===== config.mk =====
export PLATFORM = sky130hd
export DESIGN_NAME = serial_eeprom_bit_protocol_top_flat
export DESIGN_NICKNAME = d
export VERILOG_FILES = /design/src/rtl/seebp_pkg.sv /design/src/rtl/seebp_if.sv /design/src/rtl/seebp_core.sv /design/src/rtl/serial_eeprom_bit_protocol_top.sv /design/src/flat_wrapper.sv
export SDC_FILE = /design/constraint.sdc
export NUM_CORES = 1
export LEC_CHECK = 0
export ABC_AREA = 1
export BUFFER_PORTS_ARGS = -buffer_cell sky130_fd_sc_hd__buf_2
export CAP_MARGIN = 10
export CORE_UTILIZATION = 55
export CTS_CLUSTER_DIAMETER = 60
export DETAILED_ROUTE_END_ITERATION = 6
export PLACE_DENSITY = 0.86
export SYNTH_ARGS = -nofsm -noshare
export SYNTH_HDL_FRONTEND = slang
export SYNTH_SLANG_ARGS = --single-unit

===== constraint.sdc =====
create_clock -name clk -period 3.4 [get_ports clk]
set_clock_uncertainty 0.2 [all_clocks]
set_input_delay 0.68 -clock clk [delete_from_list [all_inputs] [get_ports clk]]
set_output_delay 0.68 -clock clk [all_outputs]
set_load 0.005 [all_outputs]

===== src/rtl/seebp_pkg.sv =====
// Package for the serial bit-banged byte store: widths, port addresses,
// command codes, pin command struct and the answer table function.
// No dependencies.
`timescale 1ns / 1ps
`default_nettype none
package seebp_pkg;

  localparam int STORE_DEPTH = 16;
  localparam int ROM_DEPTH   = 512;
  localparam int SLOT_W      = $clog2(STORE_DEPTH);
  localparam int ROM_IDX_W   = $clog2(ROM_DEPTH);
  localparam int ROM_W       = 10;
  localparam int PHASE_W     = 4;
  localparam int BYTE_W      = 8;
  localparam int ADDR_W      = 16;
  localparam int VARIANT_W   = 3;

  localparam logic [ADDR_W-1:0]    PIN_ADDR_V0 = 16'h5301;
  localparam logic [ADDR_W-1:0]    PIN_ADDR_V1 = 16'h5601;
  localparam logic [VARIANT_W-1:0] VARIANT_V0  = 3'd0;
  localparam logic [VARIANT_W-1:0] VARIANT_V1  = 3'd1;

  localparam int SEL_BIT_V0 = 2;
  localparam int SEL_BIT_V1 = 4;
  localparam int CLK_BIT    = 1;
  localparam int DAT_BIT    = 0;

  localparam logic [3:0] CMD_READ  = 4'h5;
  localparam logic [3:0] CMD_WRITE = 4'hA;

  localparam logic ACT_READ  = 1'b0;
  localparam logic ACT_WRITE = 1'b1;

  localparam logic [BYTE_W-1:0] RD_BIT_SET  = 8'h80;
  localparam logic [BYTE_W-1:0] RD_BIT_CLR  = 8'h00;
  localparam logic [BYTE_W-1:0] RD_OPEN_BUS = 8'hFF;
  localparam logic [BYTE_W-1:0] WR_RESULT   = 8'h00;

  typedef struct packed {
    logic drive;
    logic sel;
    logic clk;
    logic dat;
  } pin_cmd_t;

  // answer table: mostly index plus a small offset, with a few entries pulled out
  function automatic logic [ROM_W-1:0] answer_rom(input logic [ROM_IDX_W-1:0] idx);
    logic [3:0]       off;
    logic [ROM_W-1:0] w;
    if (idx < 9'd66)       off = 4'd7;
    else if (idx < 9'd86)  off = 4'd5;
    else if (idx < 9'd126) off = 4'd4;
    else if (idx < 9'd138) off = 4'd2;
    else if (idx < 9'd236) off = 4'd1;
    else if (idx < 9'd253) off = 4'd2;
    else if (idx < 9'd254) off = 4'd3;
    else if (idx < 9'd346) off = 4'd2;
    else if (idx < 9'd506) off = 4'd3;
    else                   off = 4'd6;
    w = {1'b0, idx} + ROM_W'(off);
    case (idx)
      9'd66:   w = 10'd0;
      9'd67:   w = 10'd1;
      9'd86:   w = 10'd4;
      9'd126:  w = 10'd2;
      9'd127:  w = 10'd3;
      9'd138:  w = 10'd5;
      9'd254:  w = 10'd6;
      default: ;
    endcase
    return w;
  endfunction

endpackage
`default_nettype wire


===== src/rtl/seebp_if.sv =====
// Valid/ready channel interfaces for bus access items and read result items.
// Depends on seebp_pkg.
`timescale 1ns / 1ps
`default_nettype none
interface seebp_in_if;
  logic                           valid;
  logic                           ready;
  logic                           action;
  logic [seebp_pkg::ADDR_W-1:0]   address;
  logic [seebp_pkg::BYTE_W-1:0]   write_data;

  modport source(output valid, action, address, write_data, input ready);
  modport sink(input valid, action, address, write_data, output ready);
endinterface

interface seebp_out_if;
  logic                           valid;
  logic                           ready;
  logic [seebp_pkg::BYTE_W-1:0]   read_data;

  modport source(output valid, read_data, input ready);
  modport sink(input valid, read_data, output ready);
endinterface
`default_nettype wire


===== src/rtl/seebp_core.sv =====
// Serial protocol engine: clock edge detect, bit counter, command shift,
// sixteen byte store and answer bit lookup. Depends on seebp_pkg.
`timescale 1ns / 1ps
`default_nettype none
module seebp_core (
  input  wire logic               clk,
  input  wire logic               rst_n,
  input  wire seebp_pkg::pin_cmd_t pin_i,
  output logic                    sout_o
);

  logic [seebp_pkg::BYTE_W-1:0]  store_r   [seebp_pkg::STORE_DEPTH];
  logic [seebp_pkg::BYTE_W-1:0]  store_nxt [seebp_pkg::STORE_DEPTH];
  logic                          last_clk_r, last_clk_nxt;
  logic [seebp_pkg::PHASE_W-1:0] phase_r, phase_nxt;
  logic [seebp_pkg::BYTE_W-1:0]  cmd_r, cmd_nxt;
  logic                          sout_r, sout_nxt;

  logic [seebp_pkg::SLOT_W-1:0]    slot;
  logic [2:0]                      bitpos;
  logic [seebp_pkg::BYTE_W-1:0]    wr_byte;
  logic [seebp_pkg::BYTE_W-1:0]    b0, b1, b2;
  logic [seebp_pkg::ROM_IDX_W-1:0] rom_idx;
  logic [seebp_pkg::ROM_W-1:0]     rom_word;
  logic [seebp_pkg::BYTE_W-1:0]    ans_byte;
  logic                            rise;

  assign slot   = cmd_r[seebp_pkg::SLOT_W-1:0];
  assign bitpos = ~phase_r[2:0];
  assign rise   = !last_clk_r && pin_i.clk;

  always_comb begin
    wr_byte         = store_r[slot];
    wr_byte[bitpos] = pin_i.dat;
  end

  // table index is taken from the store as it stands after this bit lands
  assign b0       = (slot == seebp_pkg::SLOT_W'(0)) ? wr_byte : store_r[0];
  assign b1       = (slot == seebp_pkg::SLOT_W'(1)) ? wr_byte : store_r[1];
  assign b2       = (slot == seebp_pkg::SLOT_W'(2)) ? wr_byte : store_r[2];
  assign rom_idx  = {b2[0], b0 | b1};
  assign rom_word = seebp_pkg::answer_rom(rom_idx);
  assign ans_byte = slot[0] ? rom_word[seebp_pkg::BYTE_W-1:0]
                            : {{(2*seebp_pkg::BYTE_W-seebp_pkg::ROM_W){1'b0}},
                               rom_word[seebp_pkg::ROM_W-1:seebp_pkg::BYTE_W]};

  always_comb begin
    store_nxt    = store_r;
    last_clk_nxt = last_clk_r;
    phase_nxt    = phase_r;
    cmd_nxt      = cmd_r;
    sout_nxt     = sout_r;
    if (pin_i.drive) begin
      last_clk_nxt = pin_i.clk;
      if (pin_i.sel) begin
        phase_nxt = '0;
      end else if (rise) begin
        if (!phase_r[3]) begin
          cmd_nxt   = {cmd_r[seebp_pkg::BYTE_W-2:0], pin_i.dat};
          phase_nxt = phase_r + 1'b1;
          // only read and write commands go on to the data bits
          if (phase_r == 4'd7 && cmd_nxt[7:4] != seebp_pkg::CMD_READ &&
              cmd_nxt[7:4] != seebp_pkg::CMD_WRITE) begin
            phase_nxt = '0;
          end
        end else begin
          if (cmd_r[7:4] == seebp_pkg::CMD_WRITE) begin
            store_nxt[slot] = wr_byte;
            sout_nxt        = ans_byte[bitpos];
          end else if (cmd_r[7:4] == seebp_pkg::CMD_READ) begin
            sout_nxt = store_r[slot][bitpos];
          end
          // wraps to zero after the last data bit
          phase_nxt = phase_r + 1'b1;
        end
      end
    end
  end

  always_ff @(posedge clk) begin
    if (!rst_n) begin
      for (int i = 0; i < seebp_pkg::STORE_DEPTH; i++) begin
        store_r[i] <= '0;
      end
      last_clk_r <= 1'b1;
      phase_r    <= '0;
      cmd_r      <= '0;
      sout_r     <= 1'b1;
    end else begin
      store_r    <= store_nxt;
      last_clk_r <= last_clk_nxt;
      phase_r    <= phase_nxt;
      cmd_r      <= cmd_nxt;
      sout_r     <= sout_nxt;
    end
  end

  assign sout_o = sout_r;

  a_data_phase_cmd: assert property (@(posedge clk) disable iff (!rst_n)
    phase_r[3] |-> (cmd_r[7:4] == seebp_pkg::CMD_READ || cmd_r[7:4] == seebp_pkg::CMD_WRITE))
    else $error("data phase with a rejected command");

  a_idle_holds: assert property (@(posedge clk) disable iff (!rst_n)
    !pin_i.drive |=> $stable(phase_r) && $stable(sout_r) && $stable(cmd_r))
    else $error("protocol state moved without a pin write");

  a_select_clears: assert property (@(posedge clk) disable iff (!rst_n)
    (pin_i.drive && pin_i.sel) |=> (phase_r == '0))
    else $error("select did not clear the bit counter");

endmodule
`default_nettype wire


===== src/rtl/serial_eeprom_bit_protocol_top.sv =====
// Top level of the serial bit-banged byte store: input register, bus decode,
// protocol engine and result register. Depends on seebp_pkg, seebp_if, seebp_core.
// Items are held in the input register, their results in the result register.
// Throughput: one item per cycle unless the output stalls; the input and result
// registers let a new item enter while a finished result waits on the output.
// Reset (rst_n low, synchronous): both channels empty, store cleared to zero,
// bit counter and command cleared, clock latch and output bit set, variant zero.
`timescale 1ns / 1ps
`default_nettype none
module serial_eeprom_bit_protocol_top (
  input  wire logic                              clk,
  input  wire logic                              rst_n,
  seebp_in_if.sink                               in_chan,
  seebp_out_if.source                            out_chan,
  input  wire logic                              cfg_we,
  input  wire logic [seebp_pkg::VARIANT_W-1:0]   cfg_wdata
);

  logic [seebp_pkg::VARIANT_W-1:0] variant_r;

  logic                         in_valid_r, in_valid_nxt;
  logic                         act_r;
  logic [seebp_pkg::ADDR_W-1:0] addr_r;
  logic [seebp_pkg::BYTE_W-1:0] wdata_r;

  logic                         out_valid_r, out_valid_nxt;
  logic [seebp_pkg::BYTE_W-1:0] rdata_r, rdata_nxt;

  logic                         in_fire, adv, sout;
  logic                         hit_v0, hit_v1;
  seebp_pkg::pin_cmd_t          pin;

  assign adv           = in_valid_r && (!out_valid_r || out_chan.ready);
  assign in_chan.ready = !in_valid_r || adv;
  assign in_fire       = in_chan.valid && in_chan.ready;

  assign hit_v0 = (addr_r == seebp_pkg::PIN_ADDR_V0) && (variant_r == seebp_pkg::VARIANT_V0);
  assign hit_v1 = (addr_r == seebp_pkg::PIN_ADDR_V1) && (variant_r == seebp_pkg::VARIANT_V1);

  always_comb begin
    pin.drive = adv && (act_r == seebp_pkg::ACT_WRITE) && (hit_v0 || hit_v1);
    pin.sel   = hit_v0 ? wdata_r[seebp_pkg::SEL_BIT_V0] : wdata_r[seebp_pkg::SEL_BIT_V1];
    pin.clk   = wdata_r[seebp_pkg::CLK_BIT];
    pin.dat   = wdata_r[seebp_pkg::DAT_BIT];
  end

  seebp_core u_core (
    .clk    (clk),
    .rst_n  (rst_n),
    .pin_i  (pin),
    .sout_o (sout)
  );

  // reads see the output bit left by every earlier item
  always_comb begin
    if (act_r == seebp_pkg::ACT_WRITE) begin
      rdata_nxt = seebp_pkg::WR_RESULT;
    end else if (addr_r == seebp_pkg::PIN_ADDR_V0 || addr_r == seebp_pkg::PIN_ADDR_V1) begin
      rdata_nxt = sout ? seebp_pkg::RD_BIT_SET : seebp_pkg::RD_BIT_CLR;
    end else begin
      rdata_nxt = seebp_pkg::RD_OPEN_BUS;
    end
  end

  always_comb begin
    in_valid_nxt = in_valid_r;
    if (in_fire) begin
      in_valid_nxt = 1'b1;
    end else if (adv) begin
      in_valid_nxt = 1'b0;
    end
    out_valid_nxt = out_valid_r;
    if (adv) begin
      out_valid_nxt = 1'b1;
    end else if (out_chan.ready) begin
      out_valid_nxt = 1'b0;
    end
  end

  always_ff @(posedge clk) begin
    if (!rst_n) begin
      variant_r   <= seebp_pkg::VARIANT_V0;
      in_valid_r  <= 1'b0;
      out_valid_r <= 1'b0;
    end else begin
      if (cfg_we) begin
        variant_r <= cfg_wdata;
      end
      in_valid_r  <= in_valid_nxt;
      out_valid_r <= out_valid_nxt;
    end
  end

  always_ff @(posedge clk) begin
    if (in_fire) begin
      act_r   <= in_chan.action;
      addr_r  <= in_chan.address;
      wdata_r <= in_chan.write_data;
    end
    if (adv) begin
      rdata_r <= rdata_nxt;
    end
  end

  assign out_chan.valid     = out_valid_r;
  assign out_chan.read_data = rdata_r;

  a_adv_makes_result: assert property (@(posedge clk) disable iff (!rst_n)
    adv |=> out_valid_r)
    else $error("processed item produced no result");

  a_accept_loads: assert property (@(posedge clk) disable iff (!rst_n)
    in_fire |=> in_valid_r)
    else $error("accepted item not held in the input register");

  a_pins_only_on_write: assert property (@(posedge clk) disable iff (!rst_n)
    pin.drive |-> (act_r == seebp_pkg::ACT_WRITE && in_valid_r))
    else $error("pin update without a write item");

endmodule
`default_nettype wire


===== src/flat_wrapper.sv =====
// flat-port wrapper written by rule: the top's interface ports become plain ports
module serial_eeprom_bit_protocol_top_flat 
  (clk, rst_n, cfg_we, cfg_wdata, in_chan_valid, in_chan_action, in_chan_address, in_chan_write_data, in_chan_ready, out_chan_valid, out_chan_read_data, out_chan_ready);
  seebp_in_if in_chan_i ();
  seebp_out_if out_chan_i ();
  input  wire logic clk;
  input  wire logic rst_n;
  input  wire logic cfg_we;
  input  wire logic [seebp_pkg::VARIANT_W-1:0] cfg_wdata;
  input wire logic [$bits(in_chan_i.valid)-1:0] in_chan_valid;
  input wire logic [$bits(in_chan_i.action)-1:0] in_chan_action;
  input wire logic [$bits(in_chan_i.address)-1:0] in_chan_address;
  input wire logic [$bits(in_chan_i.write_data)-1:0] in_chan_write_data;
  output wire logic [$bits(in_chan_i.ready)-1:0] in_chan_ready;
  output wire logic [$bits(out_chan_i.valid)-1:0] out_chan_valid;
  output wire logic [$bits(out_chan_i.read_data)-1:0] out_chan_read_data;
  input wire logic [$bits(out_chan_i.ready)-1:0] out_chan_ready;
  assign in_chan_i.valid = in_chan_valid;
  assign in_chan_i.action = in_chan_action;
  assign in_chan_i.address = in_chan_address;
  assign in_chan_i.write_data = in_chan_write_data;
  assign in_chan_ready = in_chan_i.ready;
  assign out_chan_valid = out_chan_i.valid;
  assign out_chan_read_data = out_chan_i.read_data;
  assign out_chan_i.ready = out_chan_ready;
  serial_eeprom_bit_protocol_top u_core (.clk(clk), .rst_n(rst_n), .in_chan(in_chan_i), .out_chan(out_chan_i), .cfg_we(cfg_we), .cfg_wdata(cfg_wdata));
endmodule

==> results.py, run 1 <==
metrics = {
    "placement": {
        "placed_area_um2": 10090,
        "io_buffers": 38,
        "dp_hpwl_mm": 15.94,
        "gp_congestion": 0.9237,
    },
    "worst_setup_path": {
        "critical_path_arrival_ns": 4.31,
        "r2r_cells": 38,
        "cpMaxStageDelayCell": "dfxtp_4",
        "cp_common_cell": "nand2_1",
        "cp_max_fo": 11,
        "critPathMaxStageDelay_ns": 0.43,
        "rr_startpoint": "u_core.u_core.cmd_r[0]",
        "critPathLaunchType": "flop",
        "worstSetupPathType": "flop to flop",
        "rrSetupSlack_ns": -0.79,
        "required_ns": 3.53,
        "r2r-end": "u_core.u_core.sout_o",
        "critPathCaptureType": "flop",
    },
    "min_path": {
        "hold_end": "u_core.wdata_r[4]",
        "worstHoldStart": "in_chan_write_data[4]",
        "min_path_cells": 1,
        "hp-class": "input pin to flop",
    },
    "cells_and_area": {
        "drive_gt1_frac": 0.2374,
        "fill_cells": 1034,
        "fin_nets": 1491,
        "area_growth_pct": 28.24,
        "antenna_cells": 0,
        "final_area_um2": 11360,
    },
    "synthesis": {
        "synth_area_leader_cell": "dfxtp_1",
        "synthTopCellsByCount": "nand2_1, inv_1, dfxtp_1",
        "synth_nets": 1326,
        "synth_most_common_cell": "nand2_1",
        "synth-edff-count": 23,
        "ys_ff_latch": 170,
        "synthTopCellsByArea": "dfxtp_1, nand2_1, o21ai_0",
        "synth-async-reset-ratio": 0,
        "synth-warning-count": 0,
        "synth_cell_types": 44,
        "synth_seq_area_share": 0.4100,
        "synth_area_um2": 8862,
        "synth_top_area_frac": 0.3321,
        "ys.flop_type": "dfxtp_1",
        "avgSynthCellArea_um2": 6.881,
        "synthCells": 1288,
    },
    "pwr": {
        "power_w": 0.004159,
        "power_density_nw_per_um2": 365.9,
        "leakagePower_nw": 4.893,
        "irDropWorstVdd_mv": 0.3775,
    },
    "sta": {
        "slew-limit-headroom": 0.3017,
        "setup_violations": 17,
        "max_freq_mhz": 238.9,
        "fin_crit_ns": 4.186,
        "worst_pin_slew_ns": 1.048,
        "rsz0062_at_grt": "true",
        "fin_ws_ns": -0.7858,
        "fin_crit_sh": 1.231,
        "slew_violations": 0,
        "hold_viol_final": 0,
    },
    "clock_tree": {
        "clkTransAtPathRegs_ns": 0.07,
        "clk_latency_ns": 0.43,
        "numClockSinks": 170,
        "htree_levels": 4,
        "ctsHoldBuffers": 0,
        "cts_buffers": 17,
        "clock_tree.buffer_depth": 2,
        "clock_tree.root_cell": "clkbuf_16",
        "cts_tree": "yes",
    },
    "die": {
        "die_w_um": 128.9,
        "rows": 46,
        "coreArea_um2": 15830,
        "die_y_um": 128.9,
        "initial_utilization": 0.5599,
        "boundaryPins": 43,
        "dieArea_um2": 16620,
    },
    "detailed_routing": {
        "ant_nets": 0,
        "dr.pass1.iters": 6,
        "vias": 9582,
        "routedWlPerCell_um": 16.43,
        "drtIter0Drc": 1249,
        "via_per_inst": 5.697,
        "drc": 0,
        "drt_wl_total_mm": 27.64,
    },
    "grt": {
        "grt_pass1_vias": 8146,
        "grt_max_degree": 112,
        "antenna_found_initial": 0,
        "grt-ovfl-total": 0,
        "grt_usage": 0.3009,
        "grt_pass1_wl_mm": 39.02,
    },
    "job": {
        "max-cap-violations": 0,
    },
    "run_status": {
        "status": "finished with violations",
        "violations": "setup timing",
    },
}
## what timing repair did
action,CTS,global route
gates resized for setup,33,133
endpoints found under the setup margin,1,107
setup buffers,3,22
pin swaps,3,25
gates cloned,0,7
endpoints found under the hold margin,0,0
## cell type report
cell class,instances,area [µm²],share of cell area
multi-input combinational,866,4405,0.3876
clock inverter,15,163.9,0.01442
timing repair buffer,208,1738,0.1529
inverter,190,724.4,0.06375
clock buffer,17,425.4,0.03743
sequential,170,3637,0.3200
tap,216,270.3,0.02378
## critical path: cells and delay by family (launching register included)
kind                       cells  cell delay (ns)
DFF                            1             0.43
adders and majority gates      2             0.55
and+or+nand+nor               28             2.13
buffers and inverters          8             0.78
## state kept, by name (all words and copies together) (netlist names), 2 cells and up
name,cells
u_core.u_core.cmd_r,8
u_core.u_core.phase_r,4
u_core.u_core.store_r,128
u_core.wdata_r,4
u_core.variant_r,3
u_core.out_chan.read_data,2
u_core.addr_r,16
## cell usage in the layout, fill, tap and decap left out, drive strengths merged, types with 11 or more instances in the layout
cell type  Yosys  layout
nor2          81      81
edfxtp        23      23
o21ai        165     165
dfxtp        147     147
clkbuf        23      21
buf           39     204
o21a          22      22
a21oi        137     137
nand2        358     358
o22ai         11      11
nand3         38      38
inv          188     192
nand4         12      12
a211oi        11      11
## cells by family (layout without fill, tap and decap cells)
kind of cell,count (synthesis),after routing,share of synthesized area
simple gates,502,502,0.2426
compound gates,357,357,0.2160
buf+inv,252,430,0.1216
flops,170,170,0.4100
fa+ha+maj,5,5,0.007907
xor+xnor,2,2,0.001977
## worst max path at each step
stage / to / from / slack, ns
2_1_floorplan: u_core.u_core.sout_o / u_core.u_core.cmd_r[0] / -0.15
3_3_place_gp: u_core.u_core.sout_o / u_core.u_core.cmd_r[0] / -0.56
3_5_place_dp: u_core.u_core.sout_o / u_core.u_core.cmd_r[0] / -0.59
4_1_cts: u_core.u_core.sout_o / u_core.u_core.cmd_r[0] / -0.52
5_1_grt: u_core.u_core.sout_o / u_core.u_core.cmd_r[0] / -1.03
6_report: u_core.u_core.sout_o / u_core.u_core.cmd_r[0] / -0.79
## where the power goes
group | switching (W) | internal [W] | leakage (nW)
Combinational | 0.0000871 | 0.0000480 | 3.21
Sequential | 0.0000110 | 0.00206 | 1.41
Clock | 0.000863 | 0.00109 | 0.276
## per-stage QoR
stage	utilization	TNS, ns	hold WS, ns	std cells	worst slack, ns
4_1_cts	0.6813	-0.5151	0.2133	1653	-0.5151
2_1_floorplan	-	-0.1468	0.2237	1288	-0.1468
5_1_grt	0.7180	-13.04	0.2142	1682	-1.026
3_3_place_gp	0.6377	-0.5572	0.2325	1618	-0.5572
6_report	0.7180	-1.187	0.2184	1682	-0.7858
3_5_place_dp	0.6377	-0.5932	0.2377	1618	-0.5932
## routing by layer
layer	up-vias	routed length [µm]	track usage
li1	4491	-	-
met1	4336	10450	0.3935
met2	606	13130	0.4827
met3	149	2568	0.04657
met4	0	1493	0.1550
met5	-	0	0
Power figures use the tool's default switching activity.
==> run 2, diff against run 1 <==
- ABC_AREA: 1 -> 0
- CORE_ASPECT_RATIO: unset -> 1.75
==> results.py, run 2 <==
metrics = {
    "synthesis": {
        "synthSimpleGateAreaFrac": 0.2019,
        "muxShareOfSynthArea": 0.1323,
        "synth_top_family_by_area": "compound AO/OA/AOI/OAI gates",
        "synthTopCellsByCount": "nand2_1, dfxtp_1, o211a_1",
        "synth-edff-count": 23,
        "synthCells": 927,
        "ys.flop_type": "dfxtp_1",
        "ys_ff_latch": 170,
        "synth_area_leader_cell": "dfxtp_1",
        "synth_xor_area_frac": 0.001921,
        "synth_nets": 965,
        "synth_area_um2": 9116,
        "avgSynthCellArea_um2": 9.834,
        "synth_most_common_cell": "nand2_1",
        "synthTopCellsByArea": "dfxtp_1, o211a_1, edfxtp_1",
        "synth_cell_types": 79,
        "synth_seq_area_share": 0.3986,
        "synth-warning-count": 0,
        "synth_top_area_frac": 0.3228,
        "synth_compound_area_frac": 0.2127,
        "synth-async-reset-ratio": 0,
        "synth_fa_ha_area_frac": 0.007686,
    },
    "min_path": {
        "hold_end": "u_core.wdata_r[1]",
        "worstHoldStart": "in_chan_write_data[1]",
        "hp-class": "input pin to flop",
        "min_path_cells": 1,
    },
    "detailed_routing": {
        "vias": 8605,
        "dr.pass1.iters": 6,
        "drtIter0Drc": 903,
        "routedWlPerCell_um": 22.06,
        "drt_wl_total_mm": 28.66,
        "drc": 0,
        "ant_nets": 0,
        "via_per_inst": 6.624,
    },
    "sta": {
        "setup_violations": 1,
        "worst_pin_slew_ns": 1.067,
        "hold_viol_final": 0,
        "rsz0062_at_grt": "true",
        "fin_crit_ns": 4.821,
        "fin_ws_ns": -1.421,
        "slew-limit-headroom": 0.2787,
        "max_freq_mhz": 207.4,
        "fin_crit_sh": 1.418,
        "slew_violations": 0,
        "hold_slack_ns": 0.2196,
    },
    "placement": {
        "io_buffers": 38,
        "gp_congestion": 0.9845,
        "dp_hpwl_mm": 19.77,
    },
    "die": {
        "initial_utilization": 0.5688,
        "dieArea_um2": 17110,
        "coreArea_um2": 16030,
        "die_y_um": 172.3,
        "die_w_um": 99.32,
        "rows": 61,
        "boundaryPins": 43,
    },
    "job": {
        "max-cap-violations": 0,
    },
    "worst_setup_path": {
        "cp_max_fo": 12,
        "r2r_cells": 18,
        "rrSetupSlack_ns": -1.42,
        "worstSetupPathType": "flop to flop",
        "critPathCaptureType": "flop",
        "required_ns": 3.55,
        "critPathLaunchType": "flop",
        "r2r-end": "u_core.u_core.sout_o",
        "rr_startpoint": "u_core.u_core.phase_r[2]",
        "critical_path_arrival_ns": 4.97,
    },
    "clock_tree": {
        "cts_buffers": 17,
        "clk_latency_ns": 0.43,
        "cts_tree": "yes",
        "clkTransAtPathRegs_ns": 0.07,
        "clock_tree.buffer_depth": 2,
        "htree_levels": 4,
        "ctsHoldBuffers": 0,
        "numClockSinks": 170,
        "clock_tree.root_cell": "clkbuf_16",
    },
    "cells_and_area": {
        "largest_register": "u_core.u_core.store_r",
        "drive_gt1_frac": 0.3138,
        "layout_common_cells": "buf_4, nand2_1, dfxtp_1, o211a_1",
        "fin_nets": 1134,
        "reg_top3": "u_core.u_core.store_r: 128 flops, u_core.addr_r: 16 flops, u_core.u_core.cmd_r: 8 flops",
        "largest_register_ffs": 128,
        "area_growth_pct": 25.45,
        "final_util": 0.7135,
        "layout_commonest_cell": "buf_4",
    },
    "grt": {
        "grt_pass1_vias": 8815,
        "grt_usage": 0.3338,
        "grt_pass1_wl_mm": 43.56,
        "antenna_found_initial": 1,
        "grt-ovfl-total": 0,
        "grt_max_degree": 78,
    },
    "run_status": {
        "status": "finished with violations",
        "violations": "setup timing",
    },
    "pwr": {
        "irDropWorstVdd_mv": 0.2471,
        "leakagePower_nw": 5.364,
        "power_density_nw_per_um2": 355.7,
    },
}
-- run 2: cell count changes after synthesis, sizes merged, moves of 22 or more --
| cell | delta |
|---|---|
| a21boi | +34 |
| o211a | +88 |
| o21ai | -137 |
| mux4 | +34 |
| nor2b | +28 |
| inv | -178 |
| or3 | +22 |
| a21oi | -114 |
| mux2i | +38 |
| nor2 | -46 |
| clkbuf | +31 |
| nand2 | -198 |
-- run 2: what timing repair did --
item                                    in CTS  in global routing
pin swaps                                   12                 11
buffers inserted                             6                  3
endpoints found under the setup margin       2                 92
gates resized for setup                     13                 16
hold endpoints to repair                     0                  0
-- run 2: routing by layer --
metal | track usage | routed length [µm] | vias up
met1 | 0.3097 | 9316 | 4133
met3 | 0.05538 | 1756 | 196
met2 | 0.6108 | 14760 | 477
met4 | 0.3165 | 2829 | 0
li1 | - | - | 3799
met5 | 0 | 0 | -
-- run 2: worst max-delay path by stage --
stage                                        start                    to  slack, ns  cells after the start
final                     u_core.u_core.phase_r[2]  u_core.u_core.sout_o      -1.42                     18
after global routing        u_core.u_core.cmd_r[1]  u_core.u_core.sout_o      -1.65                     19
after CTS                   u_core.u_core.cmd_r[1]  u_core.u_core.sout_o      -0.91                     19
after detailed placement    u_core.u_core.cmd_r[1]  u_core.u_core.sout_o      -1.03                     19
after global placement      u_core.u_core.cmd_r[1]  u_core.u_core.sout_o      -0.96                     18
after floorplan             u_core.u_core.cmd_r[0]  u_core.u_core.sout_o      -0.69                     19
-- run 2: cell type report --
| type | instances | area (µm²) |
|---|---|---|
| timing repair buffer | 229 | 1675 |
| clock buffer | 17 | 425.4 |
| multi-input combinational | 668 | 5266 |
| sequential | 170 | 3640 |
| fill | 1038 | 4592 |
| clock inverter | 15 | 150.1 |
| inverter | 10 | 40.04 |
| tap | 189 | 236.5 |
| antenna | 1 | 2.502 |
-- run 2: cell families (layout without fill, tap and decap cells) --
kind of cell | after synthesis | count (layout)
muxes | 76 | 76
AOI/OAI and AO/OA | 229 | 229
adders and majority gates | 5 | 5
buffers and inverters | 89 | 271
and+or+nand+nor | 356 | 356
other | 0 | 1
DFF | 170 | 170
xor gates and xnor gates | 2 | 2
-- run 2: per-stage QoR --
stage	TNS [ns]	cells	cell area (µm²)	setup slack [ns]	power (W)
2_1_floorplan	-0.6882	927	9193	-0.6882	0.002174
3_3_place_gp	-0.9633	1257	10650	-0.9633	0.002221
3_5_place_dp	-1.029	1257	10650	-1.029	0.002224
4_1_cts	-0.9145	1295	11330	-0.9145	0.004079
5_1_grt	-1.678	1299	11440	-1.649	0.004176
6_report	-1.421	1299	11440	-1.421	0.004068
-- run 2: critical path, cell delays in order, from the launching register on --
cell       delay [ns]
dfxtp_1          0.45
buf_4            0.24
and4b_1          0.25
buf_4            0.16
o32ai_4          0.33
buf_4            0.18
a222oi_1         0.08
buf_4            0.19
nand3_1          0.09
o2111ai_2        0.14
o31ai_1          0.11
nand2_1          0.11
ha_1             0.30
nand2_1          0.05
a311o_1          0.31
o221ai_2         0.27
nor4b_1          0.89
o41ai_2          0.17
o221ai_1         0.21
-- run 2: power by group --
| group | switching [W] | internal (W) | total (W) | leakage, nW |
|---|---|---|---|---|
| registers | 0.0000118 | 0.00205 | 0.00207 | 1.41 |
| logic | 0.0000674 | 0.0000539 | 0.000121 | 3.68 |
| clock network | 0.000902 | 0.000979 | 0.00188 | 0.275 |
| total | 0.000982 | 0.00309 | 0.00407 | 5.36 |
==> run 3, diff against run 2 <==
- PLACE_DENSITY: 0.86 -> 0.72
- SKIP_LAST_GASP: unset -> 1
==> results.py, run 3 (same netlist as run 2, synthesis figures left out) <==
metrics = {
    "run_status": {
        "status": "finished with violations",
        "violations": "setup timing",
    },
    "sta": {
        "rsz0062_at_grt": "true",
        "slew_violations": 0,
        "setup_violations": 1,
        "fin_ws_ns": -0.9590,
        "worst_pin_slew_ns": 0.9875,
        "slew-limit-headroom": 0.3416,
        "setup_tns_ns": -0.9590,
        "hold_slack_ns": 0.2274,
        "max_freq_mhz": 229.4,
        "fin_crit_ns": 4.359,
        "fin_crit_sh": 1.282,
        "hold_viol_final": 0,
    },
    "die": {
        "boundaryPins": 43,
        "rows": 61,
        "die_w_um": 99.32,
        "coreArea_um2": 16030,
        "initial_utilization": 0.5688,
        "dieArea_um2": 17110,
        "die_y_um": 172.3,
    },
    "placement": {
        "gp_congestion": 0.9268,
        "pre_cts_ws_ns": -1.012,
        "io_buffers": 38,
        "dp_hpwl_mm": 19.98,
    },
    "pwr": {
        "power_w": 0.004284,
        "leakagePower_nw": 5.495,
        "irDropWorstVdd_mv": 0.5051,
        "power_density_nw_per_um2": 363.4,
    },
    "detailed_routing": {
        "routedWlPerCell_um": 20.79,
        "drt_wl_total_mm": 27.31,
        "drtIter0Drc": 483,
        "vias": 8244,
        "drc": 0,
        "ant_nets": 0,
        "via_per_inst": 6.274,
        "dr.pass1.iters": 7,
    },
    "worst_setup_path": {
        "critPathCaptureType": "flop",
        "cp_max_fo": 7,
        "required_ns": 3.55,
        "critical_path_arrival_ns": 4.50,
        "critPathLaunchType": "flop",
        "worstSetupPathType": "flop to flop",
    },
    "grt": {
        "grt_usage": 0.3285,
        "grt-ovfl-total": 0,
        "grt_max_degree": 76,
        "antenna_found_initial": 0,
        "grt_pass1_wl_mm": 42.84,
        "grt_pass1_vias": 8212,
    },
    "clock_tree": {
        "htree_levels": 4,
        "clkTransAtPathRegs_ns": 0.06,
        "cts_tree": "yes",
        "clk_latency_ns": 0.43,
        "ctsHoldBuffers": 0,
        "cts_buffers": 17,
        "numClockSinks": 170,
        "clock_tree.buffer_depth": 2,
        "clock_tree.root_cell": "clkbuf_16",
    },
    "min_path": {
        "hp-class": "input pin to flop",
    },
    "cells_and_area": {
        "reg_top3": "u_core.u_core.store_r: 128 flops, u_core.addr_r: 16 flops, u_core.u_core.cmd_r: 8 flops",
        "largest_register_ffs": 128,
        "antenna_cells": 0,
        "fin_nets": 1150,
        "largest_register": "u_core.u_core.store_r",
        "layout_common_cells": "buf_4, nand2_1, dfxtp_1, o211a_1",
        "area_growth_pct": 29.29,
        "layout_commonest_cell": "buf_4",
        "drive_gt1_frac": 0.3333,
    },
    "job": {
        "max-cap-violations": 0,
    },
}
run 3: cell type report:
cell class / count / area (µm²)
Clock buffer: 22 / 479.2
Timing Repair Buffer: 245 / 1882
Inverter: 10 / 40.04
Fill cell: 1127 / 4242
Tap cell: 189 / 236.5
Sequential cell: 170 / 3642
Clock inverter: 10 / 161.4
Multi-Input combinational cell: 668 / 5345
run 3: worst max-delay path, cell delays in order (launching register included):
cell,delay (ns)
dfxtp_4,0.37
buf_4,0.14
nor3_4,0.22
nand2_2,0.11
buf_12,0.14
buf_4,0.14
o32ai_4,0.35
buf_4,0.17
a222oi_1,0.06
buf_4,0.16
and2_4,0.16
a211oi_2,0.24
a211oi_2,0.08
a21oi_2,0.13
ha_2,0.21
inv_2,0.04
fa_2,0.43
or4_4,0.45
a21oi_4,0.19
a2111oi_4,0.07
o221ai_1,0.21
run 3: timing repair:
action	in CTS	in global routing
setup buffers	12	16
gates resized for setup	21	36
pin swaps	27	33
setup endpoints to repair	7	125
run 3: worst paths after layout:
check                             from                        end  slack, ns  cells after the start
min              in_chan_write_data[2]          u_core.wdata_r[2]       0.23                      1
min reg2reg  u_core.u_core.store_r[18]  u_core.u_core.store_r[18]       0.26                      2
max             u_core.u_core.cmd_r[1]       u_core.u_core.sout_o      -0.96                     20
max reg2reg     u_core.u_core.cmd_r[1]       u_core.u_core.sout_o      -0.96                     20
run 3: stage by stage:
stage | cell area, µm² | std cells | util
final | 11790 | 1314 | 0.7354
after global placement | 10720 | 1256 | 0.6691
after detailed placement | 10720 | 1256 | 0.6691
after floorplan | 9193 | 927 | -
after global routing | 11790 | 1314 | 0.7354
after CTS | 11540 | 1298 | 0.7198
run 3: power by group:
group | internal (W) | switching [W] | total (W)
clock network | 0.00130 | 0.000791 | 0.00209
registers | 0.00205 | 0.0000100 | 0.00206
logic | 0.0000558 | 0.0000682 | 0.000124
total | 0.00341 | 0.000870 | 0.00428
run 3: layer usage:
layer	wire length, µm	part of all wire	GRT usage	up-vias
li1	-	-	-	3818
met1	9621	0.35	0.3313	4065
met2	14970	0.55	0.6156	249
met3	856	0.031	0.04850	112
met4	1867	0.068	0.2244	0
met5	0	0	0	-
